$ cat src/hdl/nonrepeating_draw_with_buckets_defines.svh
// assertion macros for the nonrepeating draw block
// expects clk and rst_n in the scope of each use
`ifndef NONREPEATING_DRAW_WITH_BUCKETS_DEFINES_SVH
`define NONREPEATING_DRAW_WITH_BUCKETS_DEFINES_SVH

// condition holds at every clock edge out of reset
`define NDWB_ASSERT_ALWAYS(lbl, cond, msg) \
  lbl: assert property (@(posedge clk) disable iff (!rst_n) (cond)) else $error(msg);

// consequent holds in the same cycle
`define NDWB_ASSERT_IMP(lbl, ante, cons, msg) \
  lbl: assert property (@(posedge clk) disable iff (!rst_n) (ante) |-> (cons)) else $error(msg);

// consequent holds in the next cycle
`define NDWB_ASSERT_NXT(lbl, ante, cons, msg) \
  lbl: assert property (@(posedge clk) disable iff (!rst_n) (ante) |=> (cons)) else $error(msg);

`endif

$ cat src/hdl/ndwb_pkg.sv
// shared constants, codes and types for the nonrepeating draw block
// no dependencies
package ndwb_pkg;

  localparam int POOL_SIZE_DEF = 100;
  localparam int MAX_THR_DEF   = 8;
  localparam int REFILL_DEF    = 5;

  localparam int THR_W     = 7;
  localparam int THR_REG_W = 56;
  localparam int THR_CNT_W = 4;
  localparam int BUCKET_W  = 3;
  localparam int ROW_W     = 16;

  localparam int CFG_AW = 4;
  localparam int CFG_DW = 64;

  localparam logic REG_THR_COUNT = 1'b0;
  localparam logic REG_THRESHOLDS = 1'b1;

  localparam logic [1:0] OP_DRAW      = 2'd0;
  localparam logic [1:0] OP_MARK_LAST = 2'd1;
  localparam logic [1:0] OP_MARK_ITEM = 2'd2;

  typedef enum logic [1:0] {
    ST_IDLE,
    ST_MARK,
    ST_SCAN
  } state_t;

endpackage

$ cat src/hdl/nonrepeating_draw_with_buckets.sv
// Flow: a mark word waits in the mark state for its bitmap row, then goes to the
// result register; a draw word scans rows from its start row, one 16-entry bitmap
// row read from the bitmap memory per cycle of the scan while the output does not
// stall. in_stall holds off a new word until the last one has been emitted.
// Reset: synchronous, clears control state; bitmap rows are emptied at once by
// per-row valid flags, so there is no clearing pass.
`include "nonrepeating_draw_with_buckets_defines.svh"

module nonrepeating_draw_with_buckets #(
  parameter int POOL_SIZE      = ndwb_pkg::POOL_SIZE_DEF,
  parameter int MAX_THRESHOLDS = ndwb_pkg::MAX_THR_DEF,
  parameter int REFILL_LIMIT   = ndwb_pkg::REFILL_DEF,
  localparam int ENTRY_W = $clog2(POOL_SIZE),
  localparam int CNT_W   = $clog2(POOL_SIZE + 1)
) (
  input  logic                             clk,
  input  logic                             rst_n,
  input  logic                             in_valid,
  output logic                             in_stall,
  input  logic [1:0]                       in_opcode,
  input  logic [ENTRY_W-1:0]               in_random_value,
  input  logic [ENTRY_W-1:0]               in_mark_item,
  output logic                             out_valid,
  input  logic                             out_stall,
  output logic [ENTRY_W-1:0]               out_drawn_value,
  output logic [ndwb_pkg::BUCKET_W-1:0]    out_bucket,
  output logic [CNT_W-1:0]                 out_remaining,
  input  logic                             cfg_psel,
  input  logic                             cfg_penable,
  input  logic                             cfg_pwrite,
  input  logic [ndwb_pkg::CFG_AW-1:0]      cfg_paddr,
  input  logic [ndwb_pkg::CFG_DW-1:0]      cfg_pwdata,
  output logic [ndwb_pkg::CFG_DW-1:0]      cfg_prdata,
  output logic                             cfg_pready
);
  import ndwb_pkg::*;

  localparam int NUM_ROWS = (POOL_SIZE + ROW_W - 1) / ROW_W;
  localparam int ROW_AW   = (NUM_ROWS > 1) ? $clog2(NUM_ROWS) : 1;
  localparam int BIT_AW   = $clog2(ROW_W);
  localparam int CMP_W    = (ENTRY_W > THR_W) ? ENTRY_W : THR_W;
  localparam int NCNT_W   = $clog2(MAX_THRESHOLDS + 1);
  localparam int EXT_W    = MAX_THRESHOLDS * THR_W;
  localparam logic [ROW_AW-1:0]  LAST_ROW = ROW_AW'(NUM_ROWS - 1);
  localparam logic [CNT_W-1:0]   POOL_CNT = CNT_W'(POOL_SIZE);
  localparam logic [ENTRY_W:0]   POOL_E1  = (ENTRY_W + 1)'(POOL_SIZE);
  localparam logic [CMP_W-1:0]   TOP_VAL  = CMP_W'(POOL_SIZE - 1);

  function automatic logic [BUCKET_W-1:0] bucket_of(
    input logic [ENTRY_W-1:0]   v,
    input logic [THR_CNT_W-1:0] cnt,
    input logic [THR_REG_W-1:0] thr
  );
    logic [EXT_W-1:0]     ext;
    logic [NCNT_W-1:0]    n;
    logic [CMP_W-1:0]     t;
    logic [BUCKET_W-1:0]  res;
    ext = EXT_W'(thr);
    if (cnt == '0) begin
      n = NCNT_W'(1);
    end else if (32'(cnt) > MAX_THRESHOLDS) begin
      n = NCNT_W'(MAX_THRESHOLDS);
    end else begin
      n = NCNT_W'(cnt);
    end
    res = '0;
    for (int i = 1; i < MAX_THRESHOLDS; i++) begin
      t = CMP_W'(ext[i*THR_W +: THR_W]);
      if (t > TOP_VAL) begin
        t = TOP_VAL;
      end
      if (i < 32'(n) && CMP_W'(v) < t) begin
        res = BUCKET_W'(i);
      end
    end
    return res;
  endfunction

  state_t                 state_r, state_nxt;
  logic [ENTRY_W-1:0]     start_r, start_nxt;
  logic [ENTRY_W-1:0]     tgt_r, tgt_nxt;
  logic                   tgt_ok_r, tgt_ok_nxt;
  logic [ROW_AW-1:0]      cur_row_r, cur_row_nxt;
  logic [BIT_AW-1:0]      off_r, off_nxt;
  logic                   first_r, first_nxt;
  logic                   final_r, final_nxt;
  logic [NUM_ROWS-1:0]    row_valid_r, row_valid_nxt;
  logic [CNT_W-1:0]       remaining_r, remaining_nxt;
  logic [ENTRY_W-1:0]     last_r, last_nxt;
  logic [THR_CNT_W-1:0]   thr_cnt_r, thr_cnt_nxt;
  logic [THR_REG_W-1:0]   thr_r, thr_nxt;
  logic                   out_valid_r, out_valid_nxt;
  logic [ENTRY_W-1:0]     out_value_r, out_value_nxt;
  logic [BUCKET_W-1:0]    out_bucket_r, out_bucket_nxt;
  logic [CNT_W-1:0]       out_rem_r, out_rem_nxt;

  logic [ROW_W-1:0]       used_mem [NUM_ROWS];
  logic [ROW_W-1:0]       mem_q_r;
  logic [ROW_AW-1:0]      rd_addr;
  logic                   mem_we;
  logic [ROW_W-1:0]       mem_wdata;

  logic                   in_acc, out_free, refill_now, cfg_we;
  logic [ENTRY_W:0]       pick_ext;
  logic [ENTRY_W-1:0]     start_in, tgt_in;
  logic                   tgt_ok_in;
  logic [ROW_W-1:0]       row_data, in_pool, window, free;
  logic                   found;
  logic [BIT_AW-1:0]      pos;
  logic [ROW_AW-1:0]      next_row, start_row;
  logic                   emit;
  logic [ENTRY_W-1:0]     emit_value;

  // handshake and input decode
  assign in_stall   = (state_r != ST_IDLE);
  assign in_acc     = in_valid && !in_stall;
  assign out_free   = !out_valid_r || !out_stall;
  assign refill_now = (32'(remaining_r) < REFILL_LIMIT);

  assign pick_ext  = {1'b0, in_random_value};
  assign start_in  = (pick_ext >= POOL_E1) ? ENTRY_W'(pick_ext - POOL_E1) : in_random_value;
  assign tgt_in    = (in_opcode == OP_MARK_LAST) ? last_r : in_mark_item;
  assign tgt_ok_in = (in_opcode == OP_MARK_LAST) ||
                     ((in_opcode == OP_MARK_ITEM) && ({1'b0, in_mark_item} < POOL_E1));

  // row scan
  assign row_data  = row_valid_r[cur_row_r] ? mem_q_r : '0;
  assign start_row = ROW_AW'(start_r >> BIT_AW);
  assign next_row  = (cur_row_r == LAST_ROW) ? '0 : cur_row_r + ROW_AW'(1);

  always_comb begin
    for (int b = 0; b < ROW_W; b++) begin
      in_pool[b] = (32'({cur_row_r, BIT_AW'(b)}) < POOL_SIZE);
      if (first_r) begin
        window[b] = (BIT_AW'(b) >= off_r);
      end else if (final_r) begin
        window[b] = (BIT_AW'(b) < off_r);
      end else begin
        window[b] = 1'b1;
      end
    end
  end

  assign free  = ~row_data & in_pool & window;
  assign found = |free;

  always_comb begin
    pos = '0;
    for (int b = ROW_W - 1; b >= 0; b--) begin
      if (free[b]) begin
        pos = BIT_AW'(b);
      end
    end
  end

  // next state
  always_comb begin
    state_nxt = state_r;
    case (state_r)
      ST_IDLE: begin
        if (in_acc) begin
          state_nxt = (in_opcode == OP_DRAW) ? ST_SCAN : ST_MARK;
        end
      end
      ST_MARK: begin
        if (out_free) begin
          state_nxt = ST_IDLE;
        end
      end
      ST_SCAN: begin
        if ((found || final_r) && out_free) begin
          state_nxt = ST_IDLE;
        end
      end
      default: state_nxt = ST_IDLE;
    endcase
  end

  // datapath and outputs
  always_comb begin
    start_nxt     = start_r;
    tgt_nxt       = tgt_r;
    tgt_ok_nxt    = tgt_ok_r;
    cur_row_nxt   = cur_row_r;
    off_nxt       = off_r;
    first_nxt     = first_r;
    final_nxt     = final_r;
    row_valid_nxt = row_valid_r;
    remaining_nxt = remaining_r;
    last_nxt      = last_r;
    rd_addr       = cur_row_r;
    mem_we        = 1'b0;
    mem_wdata     = row_data;
    emit          = 1'b0;
    emit_value    = last_r;
    case (state_r)
      ST_IDLE: begin
        if (in_acc) begin
          start_nxt  = start_in;
          tgt_nxt    = tgt_in;
          tgt_ok_nxt = tgt_ok_in;
          first_nxt  = 1'b1;
          off_nxt    = BIT_AW'(start_in);
          if (in_opcode == OP_DRAW) begin
            rd_addr   = ROW_AW'(start_in >> BIT_AW);
            final_nxt = 1'b0;
            if (refill_now) begin
              row_valid_nxt = '0;
              remaining_nxt = POOL_CNT;
            end
          end else begin
            rd_addr = ROW_AW'(tgt_in >> BIT_AW);
          end
          cur_row_nxt = rd_addr;
        end
      end
      ST_MARK: begin
        if (out_free) begin
          emit = 1'b1;
          if (tgt_ok_r && !row_data[BIT_AW'(tgt_r)]) begin
            mem_we                   = 1'b1;
            mem_wdata[BIT_AW'(tgt_r)] = 1'b1;
            row_valid_nxt[cur_row_r] = 1'b1;
            if (remaining_r != '0) begin
              remaining_nxt = remaining_r - CNT_W'(1);
            end
          end
        end
      end
      ST_SCAN: begin
        if (found) begin
          if (out_free) begin
            emit       = 1'b1;
            emit_value = ENTRY_W'({cur_row_r, pos});
            last_nxt   = emit_value;
          end
        end else if (final_r) begin
          // whole pool used: empty it and take the start entry
          if (out_free) begin
            emit          = 1'b1;
            emit_value    = start_r;
            last_nxt      = start_r;
            row_valid_nxt = '0;
            remaining_nxt = POOL_CNT;
          end
        end else begin
          rd_addr     = next_row;
          cur_row_nxt = next_row;
          first_nxt   = 1'b0;
          final_nxt   = (next_row == start_row);
        end
      end
      default: begin
      end
    endcase
  end

  // result word register
  always_comb begin
    out_valid_nxt  = out_valid_r;
    out_value_nxt  = out_value_r;
    out_bucket_nxt = out_bucket_r;
    out_rem_nxt    = out_rem_r;
    if (emit) begin
      out_valid_nxt  = 1'b1;
      out_value_nxt  = emit_value;
      out_bucket_nxt = bucket_of(emit_value, thr_cnt_r, thr_r);
      out_rem_nxt    = remaining_nxt;
    end else if (out_valid_r && !out_stall) begin
      out_valid_nxt = 1'b0;
    end
  end

  assign out_valid       = out_valid_r;
  assign out_drawn_value = out_value_r;
  assign out_bucket      = out_bucket_r;
  assign out_remaining   = out_rem_r;

  // configuration port
  assign cfg_pready = 1'b1;
  assign cfg_we     = cfg_psel && cfg_penable && cfg_pwrite && cfg_pready;

  always_comb begin
    thr_cnt_nxt = thr_cnt_r;
    thr_nxt     = thr_r;
    if (cfg_we) begin
      case (cfg_paddr[3])
        REG_THR_COUNT:  thr_cnt_nxt = cfg_pwdata[THR_CNT_W-1:0];
        REG_THRESHOLDS: thr_nxt     = cfg_pwdata[THR_REG_W-1:0];
        default: begin
        end
      endcase
    end
  end

  always_comb begin
    case (cfg_paddr[3])
      REG_THR_COUNT:  cfg_prdata = CFG_DW'(thr_cnt_r);
      REG_THRESHOLDS: cfg_prdata = CFG_DW'(thr_r);
      default:        cfg_prdata = '0;
    endcase
  end

  // bitmap memory
  always_ff @(posedge clk) begin
    if (mem_we) begin
      used_mem[cur_row_r] <= mem_wdata;
    end
    mem_q_r <= used_mem[rd_addr];
  end

  always_ff @(posedge clk) begin
    if (!rst_n) begin
      state_r     <= ST_IDLE;
      tgt_ok_r    <= 1'b0;
      cur_row_r   <= '0;
      off_r       <= '0;
      first_r     <= 1'b0;
      final_r     <= 1'b0;
      row_valid_r <= '0;
      remaining_r <= POOL_CNT;
      last_r      <= '0;
      thr_cnt_r   <= THR_CNT_W'(1);
      thr_r       <= '0;
      out_valid_r <= 1'b0;
    end else begin
      state_r     <= state_nxt;
      tgt_ok_r    <= tgt_ok_nxt;
      cur_row_r   <= cur_row_nxt;
      off_r       <= off_nxt;
      first_r     <= first_nxt;
      final_r     <= final_nxt;
      row_valid_r <= row_valid_nxt;
      remaining_r <= remaining_nxt;
      last_r      <= last_nxt;
      thr_cnt_r   <= thr_cnt_nxt;
      thr_r       <= thr_nxt;
      out_valid_r <= out_valid_nxt;
    end
  end

  always_ff @(posedge clk) begin
    start_r      <= start_nxt;
    tgt_r        <= tgt_nxt;
    out_value_r  <= out_value_nxt;
    out_bucket_r <= out_bucket_nxt;
    out_rem_r    <= out_rem_nxt;
  end

  `NDWB_ASSERT_ALWAYS(a_rem_bound, remaining_r <= POOL_CNT, "remaining count above pool size")
  `NDWB_ASSERT_IMP(a_out_range, out_valid, 32'(out_drawn_value) < POOL_SIZE, "word out of pool")
  `NDWB_ASSERT_NXT(a_refill, in_acc && in_opcode == OP_DRAW && refill_now, remaining_r == POOL_CNT, "draw refill missed")
  `NDWB_ASSERT_NXT(a_mark_no_rise, state_r == ST_MARK, remaining_r <= $past(remaining_r), "mark raised remaining")

endmodule

$ cat config.mk
export PLATFORM = sky130hd
export DESIGN_NAME = nonrepeating_draw_with_buckets
export DESIGN_NICKNAME = d
export VERILOG_FILES = /design/src/hdl/ndwb_pkg.sv /design/src/hdl/nonrepeating_draw_with_buckets.sv
export VERILOG_INCLUDE_DIRS = /design/src /design/src/hdl
export SDC_FILE = /design/constraint.sdc
export NUM_CORES = 1
export LEC_CHECK = 0
export CORE_MARGIN = 4
export CORE_UTILIZATION = 55
export DETAILED_ROUTE_END_ITERATION = 10
export DONT_BUFFER_PORTS = 1
export GPL_ROUTABILITY_DRIVEN = 0
export PLACE_DENSITY = 0.73
export SLEW_MARGIN = 20
export SYNTH_ARGS = -nofsm -noshare
export SYNTH_HDL_FRONTEND = slang
export SYNTH_SLANG_ARGS = --single-unit
$ cat constraint.sdc
create_clock -name clk -period 4.55 [get_ports clk]
set_input_delay 0.91 -clock clk [delete_from_list [all_inputs] [get_ports clk]]
set_output_delay 0.91 -clock clk [all_outputs]
set_load 0.01 [all_outputs]
# Yosys cells after proc, flatten, opt, wreduce, memory -nomap -nowiden
# Memories as Yosys holds them, arrays and structs flattened. A register that Yosys moved wholly into a read port is not among the register bits.
# Cells that the tools add are included.
# op_classes
n_addsub	3
magnitude_cmp	77
n_eq_ne	16
muxes	141
n_bitwise	6
reduce_logical	41
# ops
cell	count
7-bit 2-to-1 mux	38
64-bit one-hot mux with 2 select lines	1
7-bit < comparator (second input constant)	17
4-bit 2-to-1 mux	19
16-bit 2-to-1 mux	4
1-bit 2-to-1 mux	55
7-bit greater-than comparator (second input constant)	7
7-bit < comparator	7
7-bit one-hot mux with 3 select lines	2
16-bit bitwise AND	2
4-bit greater-or-equal comparator (first input constant)	8
3-bit by 4-bit < comparator with 1-bit output (first input constant)	8
4-bit < comparator (first input constant)	8
3-bit 2-to-1 mux	7
2-bit != test (second input constant)	10
3-bit by 4-bit greater-or-equal comparator with 1-bit output (first input constant)	4
1-bit logical AND	16
2-bit by 4-bit < comparator with 1-bit output (first input constant)	4
16-bit inverter	1
16-bit OR	1
16-bit OR reduction	1
1-bit by 4-bit < comparator with 1-bit output (first input constant)	3
2-bit 2-to-1 mux	6
9-bit AND reduction	1
other kinds (37)	54
# totals
regBits	122
ram_bits	112
out_inout_bits	84
mem_count	1
# mem_list
name	words	width	read_ports	rd_ports_with_merged_regs	write_ports	line	rtl
used_mem	7	16	1	1	1	nonrepeating_draw_with_buckets.sv:97	logic [ROW_W-1:0] used_mem [NUM_ROWS];

# Longest topological paths before layout
# depth
ltp_word	33
mapped_depth	23

# Worst setup path after synthesis
# OpenSTA, ideal clock, no wires.
# synth_path
kind	register to register
startpoint	register cur_row_r[2]
endpoint	register out_bucket_r[0], in the netlist out_bucket[0] (data pin)
setup_time_ns	0.266
t_arrival_ns	4.394
t_required_ns	4.284
slack_ns	-0.110
path_stages_with_launch	23
synth_period_minus_slack_ns	4.660
cell_sequence	dfxtp_1 -> clkbuf_1 -> mux2_1 -> a222oi_1 -> and2_1 -> buf_6 -> a311oi_2 -> nand3_1 -> nor2_1 -> a21oi_1 -> nor2_1 -> a21oi_1 -> ha_1 -> a21o_1 -> a21oi_1 -> nor2b_1 -> o21ai_0 -> nand2_1 -> nor3_1 -> a41o_1 -> a21o_1 -> nand3b_1 -> a32oi_1
# synth_between
elab_chain_cells	33
word_cells_on_any_way	62
# synth_rtl
item	line	rtl
start: declaration	nonrepeating_draw_with_buckets.sv:83	logic [ROW_AW-1:0] cur_row_r, cur_row_nxt;
start signal: assignment	nonrepeating_draw_with_buckets.sv:329	cur_row_r <= cur_row_nxt;
1-bit binary-select mux with 3-bit select	nonrepeating_draw_with_buckets.sv:127	assign row_data = row_valid_r[cur_row_r] ? mem_q_r : '0;
1-bit 2-to-1 mux (implied by the code)	nonrepeating_draw_with_buckets.sv:127	
16-bit 2-to-1 mux	nonrepeating_draw_with_buckets.sv:127	
16-bit inverter	nonrepeating_draw_with_buckets.sv:144	assign free = ~row_data & in_pool & window;
16-bit bitwise AND (*) (2 in series)	nonrepeating_draw_with_buckets.sv:144	
4-bit 2-to-1 mux (16 in series)	nonrepeating_draw_with_buckets.sv:150	if (free[b]) begin
7-bit 2-to-1 mux	-	
7-bit 2-to-1 mux (*)	-	
7-bit 2-to-1 mux (*)	nonrepeating_draw_with_buckets.sv:196	case (state_r)
named net emit_value[3]	nonrepeating_draw_with_buckets.sv:112	logic [ENTRY_W-1:0] emit_value;
7-bit < comparator	nonrepeating_draw_with_buckets.sv:72	if (i < 32'(n) && CMP_W'(v) < t) begin
1-bit logical AND	nonrepeating_draw_with_buckets.sv:72	
1-bit 2-to-1 mux	nonrepeating_draw_with_buckets.sv:72	
3-bit 2-to-1 mux (2 in series)	nonrepeating_draw_with_buckets.sv:72	
2-bit 2-to-1 mux (2 in series)	nonrepeating_draw_with_buckets.sv:72	
1-bit 2-to-1 mux	nonrepeating_draw_with_buckets.sv:72	
end signal: assignment	nonrepeating_draw_with_buckets.sv:346	out_bucket_r <= out_bucket_nxt;
end: declaration	nonrepeating_draw_with_buckets.sv:94	logic [BUCKET_W-1:0] out_bucket_r, out_bucket_nxt;
# Mark *: on every way through the listed nets, which the timed path passes. The rest lies on a longest branch. The select of a mux whose other input is x is not followed.
# A chain may end at the register's enable or synchronous reset.

# Worst setup path in the final report
# layout_path
startpoint	register first_r
endpoint	register out_bucket_r[0], in the netlist out_bucket[0] (data pin)
# layout_between
elab_chain_cells	29
word_cells_on_any_way	57
# layout_rtl
item	line	rtl
start: declaration	nonrepeating_draw_with_buckets.sv:85	logic first_r, first_nxt;
start signal: assignment	nonrepeating_draw_with_buckets.sv:331	first_r <= first_nxt;
1-bit 2-to-1 mux	nonrepeating_draw_with_buckets.sv:134	if (first_r) begin
16-bit bitwise AND (*)	nonrepeating_draw_with_buckets.sv:144	
4-bit 2-to-1 mux (16 in series)	nonrepeating_draw_with_buckets.sv:150	
7-bit 2-to-1 mux	-	
7-bit 2-to-1 mux (*)	-	
7-bit 2-to-1 mux (*)	nonrepeating_draw_with_buckets.sv:196	
named net emit_value[3]	nonrepeating_draw_with_buckets.sv:112	
7-bit < comparator	nonrepeating_draw_with_buckets.sv:72	
1-bit logical AND	nonrepeating_draw_with_buckets.sv:72	
1-bit 2-to-1 mux	nonrepeating_draw_with_buckets.sv:72	
3-bit 2-to-1 mux (2 in series)	nonrepeating_draw_with_buckets.sv:72	
2-bit 2-to-1 mux (2 in series)	nonrepeating_draw_with_buckets.sv:72	
1-bit 2-to-1 mux	nonrepeating_draw_with_buckets.sv:72	
# Mark *: on every way through the listed nets, which the timed path passes. The rest lies on a longest branch.

==> key figures <==
Status
  – Outcome: finished clean

Timing
  – Worst Skew: 0.02125 ns
  – Final count of hold timing violations: 0
  – Final worst path period share: 0.9911
  – Final setup violation count: 0
  – Worst Tran Pin Value: 1.008 ns
  – Top achievable clock speed: 221.7 MHz
  – RSZ-0062 raised after global routing: true
  – Hold slack: 0.4546 ns
  – Setup TNS: 0 ns
  – Slew Viols, Final: 0
  – Max-slew headroom: 0.3280
  – Final min period: 4.510 ns

Synth
  – Sequential-to-total area share from yosys stat: 0.4819
  – Commonest cells post-synth: nand2_1, a21oi_1, edfxtp_1
  – Syn_area_per_cell: 9.746 µm²
  – Synth Warn #: 0
  – Unique masters post-synth: 99
  – Yosys top cell by area: edfxtp_1
  – Primary FF master, synth: edfxtp_1
  – Flops & latches, synth: 250
  – Synth top area share: 0.3162
  – Cell with the most instances after synthesis: nand2_1
  – Cells after synthesis: 1,364
  – Ys async rst share: 0
  – Top cells by area, synth: edfxtp_1, dfxtp_1, nand2_1, a21oi_1, ha_1
  – Synthesized cell area: 13,290 µm²
  – EDFF count, synth: 140

Pwr
  – Seq pwr share: 0.462
  – Lkg Pwr: 0.005791 µW
  – Pwr dens: 359.1 nW/µm²
  – Gate power share: 0.148
  – Internal cell power: 4098 µW
  – Sw Share: 0.2574
  – Clock network fraction of total power: 0.390
  – Final Power: 5518 µW
  – Sw Pwr: 1420 µW
  – Peak supply drop: 0.0002412 V

Drt
  – Met3 WL: 2840 µm
  – DR pass1 iterations: 5
  – Top sig layer: met4
  – DR WL/cell: 20.23 µm
  – Via density per instance: 6.161
  – Met2 wire len: 16,840 µm
  – Starting DRT DRC Count: 1,077
  – Final wirelength: 35,730 µm
  – Vias: 10.88k
  – # DRC: 0
  – M1 WL: 15,030 µm
  – Detail Route Antenna Nets: 0

Clocking
  – Clock Latency Late Sink: 0.53 ns
  – Sink Count: 250
  – Root buffer cell: clkbuf_16
  – Hold_buf cts: 0
  – CTS tree: yes
  – Htree depth: 1
  – Clock buffer depth: 3
  – Total CTS buffers: 27
  – Clock slew at reported path FFs: 0.06 ns

Setup path
  – CP Cell Sequence: or4b_4, o211ai_1, o32ai_2, a311oi_2, and3_4, nand3_4, buf_4, o22ai_2, a21oi_2, ha_1, a21o_1, a21oi_2, nor2b_1, o21ai_1, nand2_1, buf_4, nor2_2, a41o_1, a21o_1, a2111o_1, a32oi_1
  – R2R Setup Slk: 0.04 ns
  – Critical path arrival: 4.87 ns
  – Crit Path Category: reg -> reg
  – CP Launch Type: flip-flop
  – Critical-path maximum fanout: 5
  – Kind of cell adding the most delay to the critical path: compound AO/OA/AOI/OAI gates
  – Slowest stage delay, CP: 0.57 ns
  – Setup crit end kind: flip-flop
  – Critical path's slowest cell: or4b_4
  – Buf+Inv Stages, Crit Path: 2
  – Required time worst endpoint: 4.91 ns

Finish
  – Diodes inserted: 0
  – Final Core Density: 0.6507
  – Multi-input gate area: 6561 µm²
  – Layout area overhead: 15.58%
  – Nets: 1,568
  – # fillers: 1,917
  – Register area: 6412 µm²
  – Finished Layout Cells: 1,766
  – Share of cells above drive strength 1: 0.1776

Place
  – Post-DP HPWL: 25,010 µm
  – Buffers on Ports: 0
  – Placed cells: 1,708

Floorplanning
  – Initial Util: 0.5630
  – Row Count: 56
  – Die width: 163.5 µm
  – Die ar.: 26,720 µm²
  – Core ar.: 23,610 µm²
  – Num ports: 175
  – Chip height: 163.5 µm

GRT
  – Vias in the first global route: 10.37k
  – Total GRT Usage: 0.2562
  – Global-route wire length before repair: 55,170 µm
  – Congestion Overflow GR: 0
  – Antenna violations before repair: 0
  – Pin count of the biggest net entering global routing: 61

Hold path
  – Hold WC Path Type: reg -> reg

Job
  – Max Cap Viol: 0
==> final cells by class <==
class | count | share of cell area
Inverter | 43 | 0.01050
Multi-Input combinational cell | 992 | 0.4270
Timing Repair Buffer | 113 | 0.06246
Clock inverter | 15 | 0.01034
Clock buffer | 34 | 0.04634
Sequential cell | 250 | 0.4173
Tap cell | 319 | 0.02598
==> stage by stage <==
step	setup slack [ns]	cell area (µm²)
floorplan	0.08776	13320
finish	0.04037	15360
CTS	0.01630	15110
global placement	-0.2242	14210
global route	-0.1230	15360
detailed placement	-0.2648	14210
==> state kept, by name, summed over array words and instances, names as in the netlist, 7 cells and up <==
name and flops:
used_mem 112, last_r 7, mem_q_r 16, start_r 7, thr_r 56, out_drawn_value 7
remaining_r 7, out_remaining 7, row_valid_r 7
==> path summary, 6_finish.rpt <==
| kind | startpoint | end | cells past startpoint |
|---|---|---|---|
| worst max-delay path | first_r | out_bucket[0] | 21 |
| worst min-delay path | thr_r[2] | thr_r[2] | 2 |
| worst max register to register | first_r | out_bucket[0] | 21 |
| worst min register to register | thr_r[2] | thr_r[2] | 2 |
==> metal layers <==
layer / vias to the layer above / GRT usage
met3: 85 / 0.05577
met2: 437 / 0.4198
li1: 5085 / -
met4: 0 / 0.06291
met5: - / 0
met1: 5274 / 0.3493
==> placed cells by master (no fill, tap or decap), drive strengths merged, types with 41 or more instances in the layout <==
master / instances
buf: 113
nand2: 207
dfxtp: 110
ha: 50
a21oi: 146
o21ai: 71
edfxtp: 140
inv: 41
and2: 75
nor2: 84
==> tightest hold or removal path: cells and delay by family, from the launching register on <==
family | cells | cell delay (ns)
flip-flops | 1 | 0.31
AND/OR/NAND/NOR | 1 | 0.05
AO/OA/AOI/OAI | 1 | 0.05
==> logic make-up after synthesis <==
kind of cell               share of synthesized area
DFF                                           0.4819
xor gates and xnor gates                    0.003953
AOI/OAI and AO/OA                             0.1946
other                                      0.0005649
muxes                                        0.05468
and+or+nand+nor                               0.1736
adders and majority gates                    0.04706
buffers and inverters                        0.04367
==> power groups by stage <==
stage	combinational, µW	sequential [µW]	clock [µW]
5_1_grt	891	2560	2270
6_report	816	2550	2150
3_5_place_dp	775	2590	0
3_3_place_gp	759	2590	0
4_1_cts	785	2540	2180
2_1_floorplan	561	2550	0
==> repair_timing <==
action,in CTS,in global routing
gates resized for setup,6,50
pin swaps,0,25
setup endpoints to repair,3,3
setup buffers,0,9
hold endpoints to repair,0,0
Power figures use the tool's default switching activity.
